**config.mk**
```make
export PLATFORM = sky130hd
export DESIGN_NAME = scan_code_to_ascii_fifo_top
export DESIGN_NICKNAME = d
export VERILOG_FILES = /design/src/sv/sc2a_pkg.sv /design/src/sv/sc2a_front.sv /design/src/sv/sc2a_cmdq.sv /design/src/sv/sc2a_back.sv /design/src/sv/scan_code_to_ascii_fifo_top.sv
export VERILOG_INCLUDE_DIRS = /design/src /design/src/sv
export SDC_FILE = /design/constraint.sdc
export NUM_CORES = 1
export LEC_CHECK = 0
export ABC_CLOCK_PERIOD_IN_PS = 5100
export BUFFER_PORTS_ARGS = -buffer_cell sky130_fd_sc_hd__buf_2
export CAP_MARGIN = 0
export CORE_MARGIN = 5
export CORE_UTILIZATION = 62
export DETAILED_ROUTE_END_ITERATION = 6
export GPL_ROUTABILITY_DRIVEN = 0
export PLACE_DENSITY = 0.83
export RECOVER_POWER = 25
export SLEW_MARGIN = 10
export SYNTH_ARGS = -nofsm -noshare
export SYNTH_HDL_FRONTEND = slang
export SYNTH_SLANG_ARGS = --single-unit
```
**constraint.sdc**
```tcl
create_clock -name clk -period 5.1 [get_ports clk]
set_input_delay 1.02 -clock clk [delete_from_list [all_inputs] [get_ports clk]]
set_output_delay 1.02 -clock clk [all_outputs]
set_load 0.005 [all_outputs]
```
**src/sv/assert_macros.svh**
```systemverilog
// ----------------------------------------------------------------------------
// Assertion macros
// Shared concurrent assertion forms for the RTL. They are empty in synthesis.
// ----------------------------------------------------------------------------
`ifndef ASSERT_MACROS_SVH
`define ASSERT_MACROS_SVH

`ifndef SYNTHESIS

`define ASSERT_PROP(label, clk, rst, prop, msg) \
  label: assert property (@(posedge clk) disable iff (rst) prop) else $error(msg);

`define ASSERT_NEVER(label, clk, rst, cond, msg) \
  label: assert property (@(posedge clk) disable iff (rst) !(cond)) else $error(msg);

`else

`define ASSERT_PROP(label, clk, rst, prop, msg)

`define ASSERT_NEVER(label, clk, rst, cond, msg)

`endif

`endif

```
**src/sv/sc2a_pkg.sv**
```systemverilog
// ----------------------------------------------------------------------------
// Scan code to ASCII package
// Word types, scan code constants, the key map and shared parameters.
// ----------------------------------------------------------------------------
`default_nettype none

package sc2a_pkg;

  localparam int DEF_FIFO_DEPTH = 16;
  localparam int DEF_MAX_READ   = 16;
  localparam int RESULT_CAP     = 16;
  localparam int AMOUNT_W       = 5;
  localparam int TABLE_LEN      = 58;

  localparam logic [7:0] SC_ESC       = 8'h01;
  localparam logic [7:0] SC_CTRL      = 8'h1D;
  localparam logic [7:0] SC_LSHIFT    = 8'h2A;
  localparam logic [7:0] SC_RSHIFT    = 8'h36;
  localparam logic [7:0] SC_ALT       = 8'h38;
  localparam logic [7:0] SC_CAPS      = 8'h3A;
  localparam logic [7:0] SC_LSHIFT_BR = 8'hAA;
  localparam logic [7:0] SC_RSHIFT_BR = 8'hB6;
  localparam logic [7:0] SC_ALT_BR    = 8'hB8;

  localparam logic OP_KEY  = 1'b0;
  localparam logic OP_READ = 1'b1;

  typedef struct packed {
    logic                op;
    logic [7:0]          scan_code;
    logic [AMOUNT_W-1:0] read_amount;
  } in_t;

  typedef struct packed {
    logic       char_valid;
    logic [7:0] character;
    logic       last;
    logic       overflow;
  } out_t;

  typedef enum logic {
    CMD_KEY,
    CMD_READ
  } cmd_kind_t;

  typedef struct packed {
    cmd_kind_t           kind;
    logic                has_char;
    logic [7:0]          ch;
    logic [AMOUNT_W-1:0] amount;
  } cmd_t;

  typedef enum logic {
    B_IDLE,
    B_READ
  } back_state_t;

  // Returns {unshifted, shifted} for a table index.
  function automatic logic [15:0] key_pair(input logic [5:0] idx);
    logic [15:0] p;
    case (idx)
      6'd1:    p = {8'd27, 8'd27};
      6'd2:    p = {"1", "!"};
      6'd3:    p = {"2", "@"};
      6'd4:    p = {"3", "#"};
      6'd5:    p = {"4", "$"};
      6'd6:    p = {"5", "%"};
      6'd7:    p = {"6", "^"};
      6'd8:    p = {"7", "&"};
      6'd9:    p = {"8", "*"};
      6'd10:   p = {"9", "("};
      6'd11:   p = {"0", ")"};
      6'd12:   p = {"-", "_"};
      6'd13:   p = {"=", "+"};
      6'd14:   p = {8'd8, 8'd8};
      6'd15:   p = {8'd9, 8'd9};
      6'd16:   p = {"q", "Q"};
      6'd17:   p = {"w", "W"};
      6'd18:   p = {"e", "E"};
      6'd19:   p = {"r", "R"};
      6'd20:   p = {"t", "T"};
      6'd21:   p = {"y", "Y"};
      6'd22:   p = {"u", "U"};
      6'd23:   p = {"i", "I"};
      6'd24:   p = {"o", "O"};
      6'd25:   p = {"p", "P"};
      6'd26:   p = {"[", "{"};
      6'd27:   p = {"]", "}"};
      6'd28:   p = {8'd10, 8'd10};
      6'd30:   p = {"a", "A"};
      6'd31:   p = {"s", "S"};
      6'd32:   p = {"d", "D"};
      6'd33:   p = {"f", "F"};
      6'd34:   p = {"g", "G"};
      6'd35:   p = {"h", "H"};
      6'd36:   p = {"j", "J"};
      6'd37:   p = {"k", "K"};
      6'd38:   p = {"l", "L"};
      6'd39:   p = {";", ":"};
      6'd40:   p = {8'h27, 8'h22};
      6'd41:   p = {8'd167, "~"};
      6'd43:   p = {8'h5C, "|"};
      6'd44:   p = {"z", "Z"};
      6'd45:   p = {"x", "X"};
      6'd46:   p = {"c", "C"};
      6'd47:   p = {"v", "V"};
      6'd48:   p = {"b", "B"};
      6'd49:   p = {"n", "N"};
      6'd50:   p = {"m", "M"};
      6'd51:   p = {",", "<"};
      6'd52:   p = {".", ">"};
      6'd53:   p = {"/", "?"};
      6'd57:   p = {" ", " "};
      default: p = 16'h0000;
    endcase
    return p;
  endfunction

endpackage

`default_nettype wire

```
**src/sv/sc2a_front.sv**
```systemverilog
// ----------------------------------------------------------------------------
// Scan code front end
// Accepts input words, tracks shift and caps lock, and turns each word into
// a key or read command for the back end.
// ----------------------------------------------------------------------------
`default_nettype none

module sc2a_front #(
  parameter int MAX_READ = sc2a_pkg::DEF_MAX_READ
) (
  input  wire logic           clk,
  input  wire logic           rst,
  input  wire logic           push,
  input  wire sc2a_pkg::in_t  in_word,
  output logic                full,
  output logic                cmd_push,
  output sc2a_pkg::cmd_t      cmd,
  input  wire logic           cmd_full
);
  import sc2a_pkg::*;

  localparam int CAP = (MAX_READ < RESULT_CAP) ? MAX_READ : RESULT_CAP;
  localparam logic [AMOUNT_W-1:0] CAP_AMOUNT = AMOUNT_W'(CAP);

  logic        shift_held;
  logic        shift_held_next;
  logic        caps_on;
  logic        caps_on_next;
  logic        accept;
  logic [15:0] pair;
  logic [7:0]  ch;

  assign full     = cmd_full;
  assign accept   = push && !cmd_full;
  assign cmd_push = accept;
  assign pair     = key_pair(in_word.scan_code[5:0]);
  assign ch       = (shift_held || caps_on) ? pair[7:0] : pair[15:8];

  always_comb begin
    shift_held_next = shift_held;
    caps_on_next    = caps_on;
    cmd.kind        = CMD_KEY;
    cmd.has_char    = 1'b0;
    cmd.ch          = ch;
    cmd.amount      = (in_word.read_amount > CAP_AMOUNT) ? CAP_AMOUNT : in_word.read_amount;
    if (in_word.op == OP_READ) begin
      cmd.kind = CMD_READ;
    end else if (in_word.scan_code inside {SC_LSHIFT, SC_RSHIFT}) begin
      shift_held_next = 1'b1;
    end else if (in_word.scan_code inside {SC_LSHIFT_BR, SC_RSHIFT_BR}) begin
      shift_held_next = 1'b0;
    end else if (in_word.scan_code == SC_CAPS) begin
      caps_on_next = !caps_on;
    end else if (in_word.scan_code inside {SC_ESC, SC_CTRL, SC_ALT, SC_ALT_BR}) begin
      cmd.has_char = 1'b0;
    end else if (in_word.scan_code < 8'(TABLE_LEN)) begin
      cmd.has_char = (ch != 8'h00);
    end
  end

  always_ff @(posedge clk) begin
    if (rst) begin
      shift_held <= 1'b0;
      caps_on    <= 1'b0;
    end else if (accept) begin
      shift_held <= shift_held_next;
      caps_on    <= caps_on_next;
    end
  end

endmodule

`default_nettype wire

```
**src/sv/sc2a_cmdq.sv**
```systemverilog
// ----------------------------------------------------------------------------
// Command queue
// Two-entry queue of commands between the front end and the back end.
// ----------------------------------------------------------------------------
`default_nettype none

module sc2a_cmdq (
  input  wire logic            clk,
  input  wire logic            rst,
  input  wire logic            push,
  input  wire sc2a_pkg::cmd_t  push_cmd,
  output logic                 full,
  output logic                 valid,
  output sc2a_pkg::cmd_t       head,
  input  wire logic            pop
);
  import sc2a_pkg::*;

  cmd_t       slot [2];
  logic       wr_ptr;
  logic       rd_ptr;
  logic [1:0] count;
  logic       do_push;
  logic       do_pop;

  assign full    = (count == 2'd2);
  assign valid   = (count != 2'd0);
  assign head    = slot[rd_ptr];
  assign do_push = push && !full;
  assign do_pop  = pop && valid;

  always_ff @(posedge clk) begin
    if (do_push) begin
      slot[wr_ptr] <= push_cmd;
    end
  end

  always_ff @(posedge clk) begin
    if (rst) begin
      wr_ptr <= 1'b0;
      rd_ptr <= 1'b0;
      count  <= 2'd0;
    end else begin
      if (do_push) begin
        wr_ptr <= !wr_ptr;
      end
      if (do_pop) begin
        rd_ptr <= !rd_ptr;
      end
      if (do_push && !do_pop) begin
        count <= count + 2'd1;
      end else if (do_pop && !do_push) begin
        count <= count - 2'd1;
      end
    end
  end

endmodule

`default_nettype wire

```
**src/sv/sc2a_back.sv**
```systemverilog
// ----------------------------------------------------------------------------
// Character FIFO back end
// Executes key and read commands against the character store and drives
// the result register.
// ----------------------------------------------------------------------------
`default_nettype none

`include "assert_macros.svh"

module sc2a_back #(
  parameter int FIFO_DEPTH = sc2a_pkg::DEF_FIFO_DEPTH
) (
  input  wire logic            clk,
  input  wire logic            rst,
  input  wire logic            cmd_valid,
  input  wire sc2a_pkg::cmd_t  cmd,
  output logic                 cmd_pop,
  output logic                 empty,
  input  wire logic            pop,
  output sc2a_pkg::out_t       out_word
);
  import sc2a_pkg::*;

  localparam int PW = $clog2(FIFO_DEPTH);
  localparam int CW = $clog2(FIFO_DEPTH + 1);
  localparam int MW = (CW > AMOUNT_W) ? CW : AMOUNT_W;
  localparam logic [PW-1:0] LAST_PTR = PW'(FIFO_DEPTH - 1);
  localparam logic [CW-1:0] DEPTH_CNT = CW'(FIFO_DEPTH);

  logic [7:0]          mem [FIFO_DEPTH];
  logic [7:0]          rd_data;
  logic [PW-1:0]       rd_addr;
  logic [PW-1:0]       write_ptr;
  logic [PW-1:0]       read_ptr;
  logic [PW-1:0]       read_ptr_inc;
  logic [CW-1:0]       fill_count;
  logic [AMOUNT_W-1:0] remain;
  logic [AMOUNT_W-1:0] take;
  back_state_t         state;
  back_state_t         state_next;
  out_t                res;
  logic                res_valid;
  logic                out_free;
  logic                emit;
  out_t                emit_word;
  logic                mem_we;
  logic                rd_step;
  logic                load_remain;

  assign out_free     = !res_valid || pop;
  assign empty        = !res_valid;
  assign out_word     = res;
  assign read_ptr_inc = (read_ptr == LAST_PTR) ? '0 : read_ptr + PW'(1);
  assign rd_addr      = rd_step ? read_ptr_inc : read_ptr;
  assign take         = (MW'(fill_count) < MW'(cmd.amount)) ? AMOUNT_W'(fill_count)
                                                            : cmd.amount;

  always_comb begin
    cmd_pop     = 1'b0;
    emit        = 1'b0;
    emit_word   = '{char_valid: 1'b0, character: 8'h00, last: 1'b1, overflow: 1'b0};
    mem_we      = 1'b0;
    rd_step     = 1'b0;
    load_remain = 1'b0;
    case (state)
      B_IDLE: begin
        if (cmd_valid && out_free) begin
          cmd_pop = 1'b1;
          if (cmd.kind == CMD_KEY) begin
            emit               = 1'b1;
            emit_word.overflow = cmd.has_char && (fill_count == DEPTH_CNT);
            mem_we             = cmd.has_char && (fill_count != DEPTH_CNT);
          end else if (take == '0) begin
            emit = 1'b1;
          end else begin
            load_remain = 1'b1;
          end
        end
      end
      B_READ: begin
        if (out_free) begin
          emit                 = 1'b1;
          rd_step              = 1'b1;
          emit_word.char_valid = 1'b1;
          emit_word.character  = rd_data;
          emit_word.last       = (remain == AMOUNT_W'(1));
        end
      end
      default: begin
        cmd_pop = 1'b0;
      end
    endcase
  end

  always_comb begin
    state_next = state;
    case (state)
      B_IDLE: begin
        if (load_remain) begin
          state_next = B_READ;
        end
      end
      B_READ: begin
        if (rd_step && remain == AMOUNT_W'(1)) begin
          state_next = B_IDLE;
        end
      end
      default: begin
        state_next = B_IDLE;
      end
    endcase
  end

  always_ff @(posedge clk) begin
    if (mem_we) begin
      mem[write_ptr] <= cmd.ch;
    end
    rd_data <= mem[rd_addr];
  end

  always_ff @(posedge clk) begin
    if (emit) begin
      res <= emit_word;
    end
  end

  always_ff @(posedge clk) begin
    if (rst) begin
      state      <= B_IDLE;
      res_valid  <= 1'b0;
      write_ptr  <= '0;
      read_ptr   <= '0;
      fill_count <= '0;
      remain     <= '0;
    end else begin
      state <= state_next;
      if (emit) begin
        res_valid <= 1'b1;
      end else if (pop) begin
        res_valid <= 1'b0;
      end
      if (mem_we) begin
        write_ptr  <= (write_ptr == LAST_PTR) ? '0 : write_ptr + PW'(1);
        fill_count <= fill_count + CW'(1);
      end else if (rd_step) begin
        fill_count <= fill_count - CW'(1);
      end
      if (rd_step) begin
        read_ptr <= read_ptr_inc;
        remain   <= remain - AMOUNT_W'(1);
      end else if (load_remain) begin
        remain <= take;
      end
    end
  end

  `ASSERT_PROP(a_fill_bound, clk, rst, fill_count <= DEPTH_CNT, "fill count above depth")
  `ASSERT_PROP(a_read_covered, clk, rst, (state == B_READ) |-> (remain != '0 && MW'(fill_count) >= MW'(remain)), "read count exceeds stored characters")
  `ASSERT_NEVER(a_no_write_in_read, clk, rst, mem_we && state == B_READ, "store written during a read")
  `ASSERT_PROP(a_read_emits_char, clk, rst, (state == B_READ && out_free) |=> (res_valid && res.char_valid), "read step gave no character")

endmodule

`default_nettype wire

```
**src/sv/scan_code_to_ascii_fifo_top.sv**
```systemverilog
// ----------------------------------------------------------------------------
// Scan code to ASCII with character FIFO
// A key word or an empty read passes through the command queue and then the
// result register; a read that returns characters first loads its count.
// Throughput: one key word per cycle while results are taken and no read runs;
// after its load step, a read does one store read per cycle while results flow.
// Reset clears shift, caps lock, the pointers, the fill count and both queues;
// the character store is not cleared and needs no clearing pass.
// ----------------------------------------------------------------------------
`default_nettype none

module scan_code_to_ascii_fifo_top #(
  parameter int FIFO_DEPTH = sc2a_pkg::DEF_FIFO_DEPTH,
  parameter int MAX_READ   = sc2a_pkg::DEF_MAX_READ
) (
  input  wire logic           clk,
  input  wire logic           rst,
  input  wire logic           push,
  output logic                full,
  input  wire sc2a_pkg::in_t  in_word,
  output logic                empty,
  input  wire logic           pop,
  output sc2a_pkg::out_t      out_word
);
  import sc2a_pkg::*;

  cmd_t front_cmd;
  logic front_push;
  logic q_full;
  logic q_valid;
  cmd_t q_head;
  logic q_pop;

  sc2a_front #(
    .MAX_READ(MAX_READ)
  ) u_front (
    .clk      (clk),
    .rst      (rst),
    .push     (push),
    .in_word  (in_word),
    .full     (full),
    .cmd_push (front_push),
    .cmd      (front_cmd),
    .cmd_full (q_full)
  );

  sc2a_cmdq u_cmdq (
    .clk      (clk),
    .rst      (rst),
    .push     (front_push),
    .push_cmd (front_cmd),
    .full     (q_full),
    .valid    (q_valid),
    .head     (q_head),
    .pop      (q_pop)
  );

  sc2a_back #(
    .FIFO_DEPTH(FIFO_DEPTH)
  ) u_back (
    .clk       (clk),
    .rst       (rst),
    .cmd_valid (q_valid),
    .cmd       (q_head),
    .cmd_pop   (q_pop),
    .empty     (empty),
    .pop       (pop),
    .out_word  (out_word)
  );

endmodule

`default_nettype wire

```
==> flow_metrics.env <==
export IMPL_outcome="finished clean"
export IMPL_critPathKind="flip-flop to flip-flop"
export IMPL_finalWorstSetupSlack_ps=1620
export IMPL_synth_top_flop_cell="edfxtp_1"
export IMPL_synth_mux_area_share_pct=8.83
export IMPL_hold_path_class="flip-flop to flip-flop"
export IMPL_powerDensity_mw_per_mm2=395
export IMPL_syn_area_mm2=0.0122
export IMPL_hold_viol_final=0
export IMPL_fin_skew_ps=10.5
export IMPL_die_x_um=150
export IMPL_ctsLongestPathBuffers=3
export IMPL_syn_area_per_cell_um2=10.9
export IMPL_synth_cells=1121
export IMPL_finalSetupTns_ps=0
export IMPL_drt_iter0_drc=1165
export IMPL_yosys_area_share_simple_pct=11.4
export IMPL_wl_per_cell_um=23.0
export IMPL_dieArea_mm2=0.0226
export IMPL_final_nets=1143
export IMPL_dieHeight_um=150
export IMPL_synthTopCellsByArea="edfxtp_1, dfxtp_1, mux2_2, a21oi_1, nor2b_1"
export IMPL_num_vias=9834
export IMPL_drc=0
export IMPL_core_region_area_mm2=0.0195
export IMPL_relSlewSlack_pct=23.4
export IMPL_htreeDepth=1
export IMPL_post_place_ws_ps=1460
export IMPL_ys_warn_count=0
export IMPL_tritoncts="built"
export IMPL_ant_nets=0
export IMPL_peakVddDrop_v=0.000475
export IMPL_synthDistinctLibCells=81
export IMPL_p_seq_share_pct=43.6
export IMPL_rsz0062_at_grt="no"
export IMPL_hpwl_mm=19.7
export IMPL_crit_chain="mux2_2 > inv_1 > ha_1 > a21oi_1 > o21a_1 > a22oi_1 > a21oi_2 > o21ai_1 > nand2_1"
export IMPL_async_flop_share_pct=0
export IMPL_synth_edff_count=169
export IMPL_critPathLaunchType="flip-flop"
export IMPL_swShare_pct=30.7
export IMPL_synth_top_area_cell="edfxtp_1"
export IMPL_layout_drive_gt1_share_pct=15.2
export IMPL_synth_seq_cells=204
export IMPL_maxCapViolations=0
export IMPL_area_growth_syn_to_layout_pct=7.86
export IMPL_grt_pass1_vias=9399
export IMPL_synth_compound_area_share_pct=23.9
export IMPL_cp_max_fo=15
export IMPL_critical_path_max_stage_delay_ps=780
export IMPL_power_share_clock_pct=33.4
export IMPL_clk_latency_ps=510
export IMPL_fin_crit_sh_pct=68.3
export IMPL_final_cell_mix="edfxtp_1, a21oi_1, nor2b_1"
export IMPL_final_common_cell="edfxtp_1"
export IMPL_endpoint_kind="flip-flop"
export IMPL_viasPerCell=7.14
export IMPL_layout_min_cycle_time_ps=3480
export IMPL_grt_pass1_wl_mm=49.9
export IMPL_port_buffers=30
export IMPL_drt_first_pass_iters=5
export IMPL_numCtsBuffers=23
export IMPL_yosys_area_share_adder_pct=3.03
export IMPL_postCtsResizedCells=0
export IMPL_grt_use_total_pct=27.5
export IMPL_antenna_cells=0
export IMPL_drt_wl_total_mm=31.7
export IMPL_syn_num_nets=1168
export IMPL_cts_hold_buffers=0
export IMPL_antenna_found_initial=0
export IMPL_critical_path_required_ps=5250
export IMPL_synth_top_family_by_area="compound AO/OA/AOI/OAI gates"
export IMPL_combinationalPowerShare_pct=23.0
export IMPL_cts_root_buf="clkbuf_16"
export IMPL_io_pins=31
export IMPL_leakage_uw=0.00446
export IMPL_overflow=0
export IMPL_synth_xor_area_share_pct=0.930
export IMPL_worstMarginPinSlew_ps=1150
export IMPL_start_util_pct=62.9
export IMPL_cts_setup_buffers=0
export IMPL_cts_sinks=204
export IMPL_cts_clk_slew_worst_paths_ps=60
export IMPL_setup_viol=0
export IMPL_p_int_uw=3610
export IMPL_grt_max_degree=191
export IMPL_rows=51
export IMPL_drv_slew=0
export IMPL_yosysSeqAreaShare_pct=47.2
export IMPL_worstPathArrival_ps=3630
export IMPL_power_switching_uw=1600
export IMPL_synth_top_area_share_pct=41.5
export IMPL_clock_fmax_mhz=287
export IMPL_crit_slowest_cell="dfxtp_1"
-- synth_stat cells (7+ instances only) --
| cell type | count |
|---|---|
| a22oi_1 | 18 |
| nand2_1 | 30 |
| mux2_1 | 11 |
| a221oi_1 | 47 |
| mux2_2 | 59 |
| o22ai_1 | 12 |
| nor3_1 | 19 |
| buf_4 | 17 |
| nand2b_1 | 14 |
| clkbuf_1 | 31 |
| edfxtp_1 | 169 |
| nor2_1 | 52 |
| mux2i_1 | 27 |
| a211oi_1 | 52 |
| dfxtp_1 | 35 |
| o21ai_0 | 15 |
| inv_1 | 19 |
| o221ai_1 | 41 |
| and3_1 | 11 |
| o311a_1 | 8 |
| ha_1 | 28 |
| o221a_1 | 9 |
| xnor2_1 | 7 |
| buf_2 | 42 |
| a21oi_1 | 107 |
| a31oi_1 | 17 |
| o221a_2 | 7 |
| nand3_1 | 23 |
| nor2b_1 | 77 |
| o211ai_1 | 17 |
-- power groups by stage --
stage               clock (µW)  sequential, µW  combinational, µW
finish                    1740            2280               1200
global placement             0            2290               1130
detailed placement           0            2310               1170
floorplan                    0            2240                841
CTS                       1750            2270               1190
global route              1820            2290               1310
-- layer usage --
| metal | part of all wire [%] | wire length (µm) | up-vias | GRT usage (%) |
|---|---|---|---|---|
| li1 | - | - | 4406 | - |
| met4 | 3.4 | 1070 | 0 | 9.47 |
| met3 | 8.9 | 2820 | 86 | 3.79 |
| met2 | 48 | 15300 | 562 | 45.5 |
| met1 | 39 | 12400 | 4780 | 37.6 |
| met5 | 0 | 0 | - | 0 |
-- per-stage QoR --
| stage | area (µm²) | total power (µW) | utilization (%) | cells | hold WS [ps] |
|---|---|---|---|---|---|
| 2_1_floorplan | 12200 | 3080 | - | 1121 | 467 |
| 3_3_place_gp | 12400 | 3420 | 63.8 | 1336 | 491 |
| 3_5_place_dp | 12400 | 3480 | 63.8 | 1336 | 501 |
| 4_1_cts | 13200 | 5200 | 67.9 | 1378 | 509 |
| 5_1_grt | 13200 | 5420 | 67.8 | 1378 | 538 |
| 6_report | 13200 | 5210 | 67.8 | 1378 | 515 |
-- worst paths after layout --
check,from,to,depth (start not counted),slack (ps)
setup / recovery,flip-flop,u_back.out_word[9],9,1620
setup reg to reg,flip-flop,u_back.out_word[9],9,1620
hold / removal,u_cmdq.count[1],u_cmdq.count[1],2,510
hold reg to reg,u_cmdq.count[1],u_cmdq.count[1],2,510
-- flip-flops by register name, summed over array words and instances (netlist names), named ones only --
signal / cells
u_back.mem: 128
u_cmdq.slot: 30
u_back.out_word: 11
u_back.rd_data: 8
u_back.fill_count: 5
u_back.remain: 5
u_back.read_ptr: 4
u_back.write_ptr: 4
u_cmdq.count: 2
u_back.res_valid: 1
u_back.state: 1
u_cmdq.rd_ptr: 1
u_cmdq.wr_ptr: 1
u_front.caps_on: 1
u_front.shift_held: 1
-- logic make-up after synthesis --
group	Yosys count
AND/OR/NAND/NOR	256
multiplexers	98
XOR/XNOR	13
buffers and inverters	120
AO/OA/AOI/OAI	401
flip-flops	204
adder cells (fa/ha/maj)	29
-- area by class of cell --
cell class / instances / area (µm²)
Inverter: 22 / 82.6
Tap cell: 265 / 332
Clock buffer: 27 / 601
Sequential cell: 204 / 5780
Multi-Input combinational cell: 797 / 5890
Clock inverter: 15 / 196
Fill cell: 1431 / 6260
Timing Repair Buffer: 48 / 317
-- worst max-delay path: cells and delay by family, from the launching register on --
kind,cells,cell delay (ps)
AOI/OAI and AO/OA,5,1120
adders and majority gates,1,270
buffers and inverters,1,100
DFF,1,780
muxes,1,410
and+or+nand+nor,1,430
(Power assumes the default switching activity.)
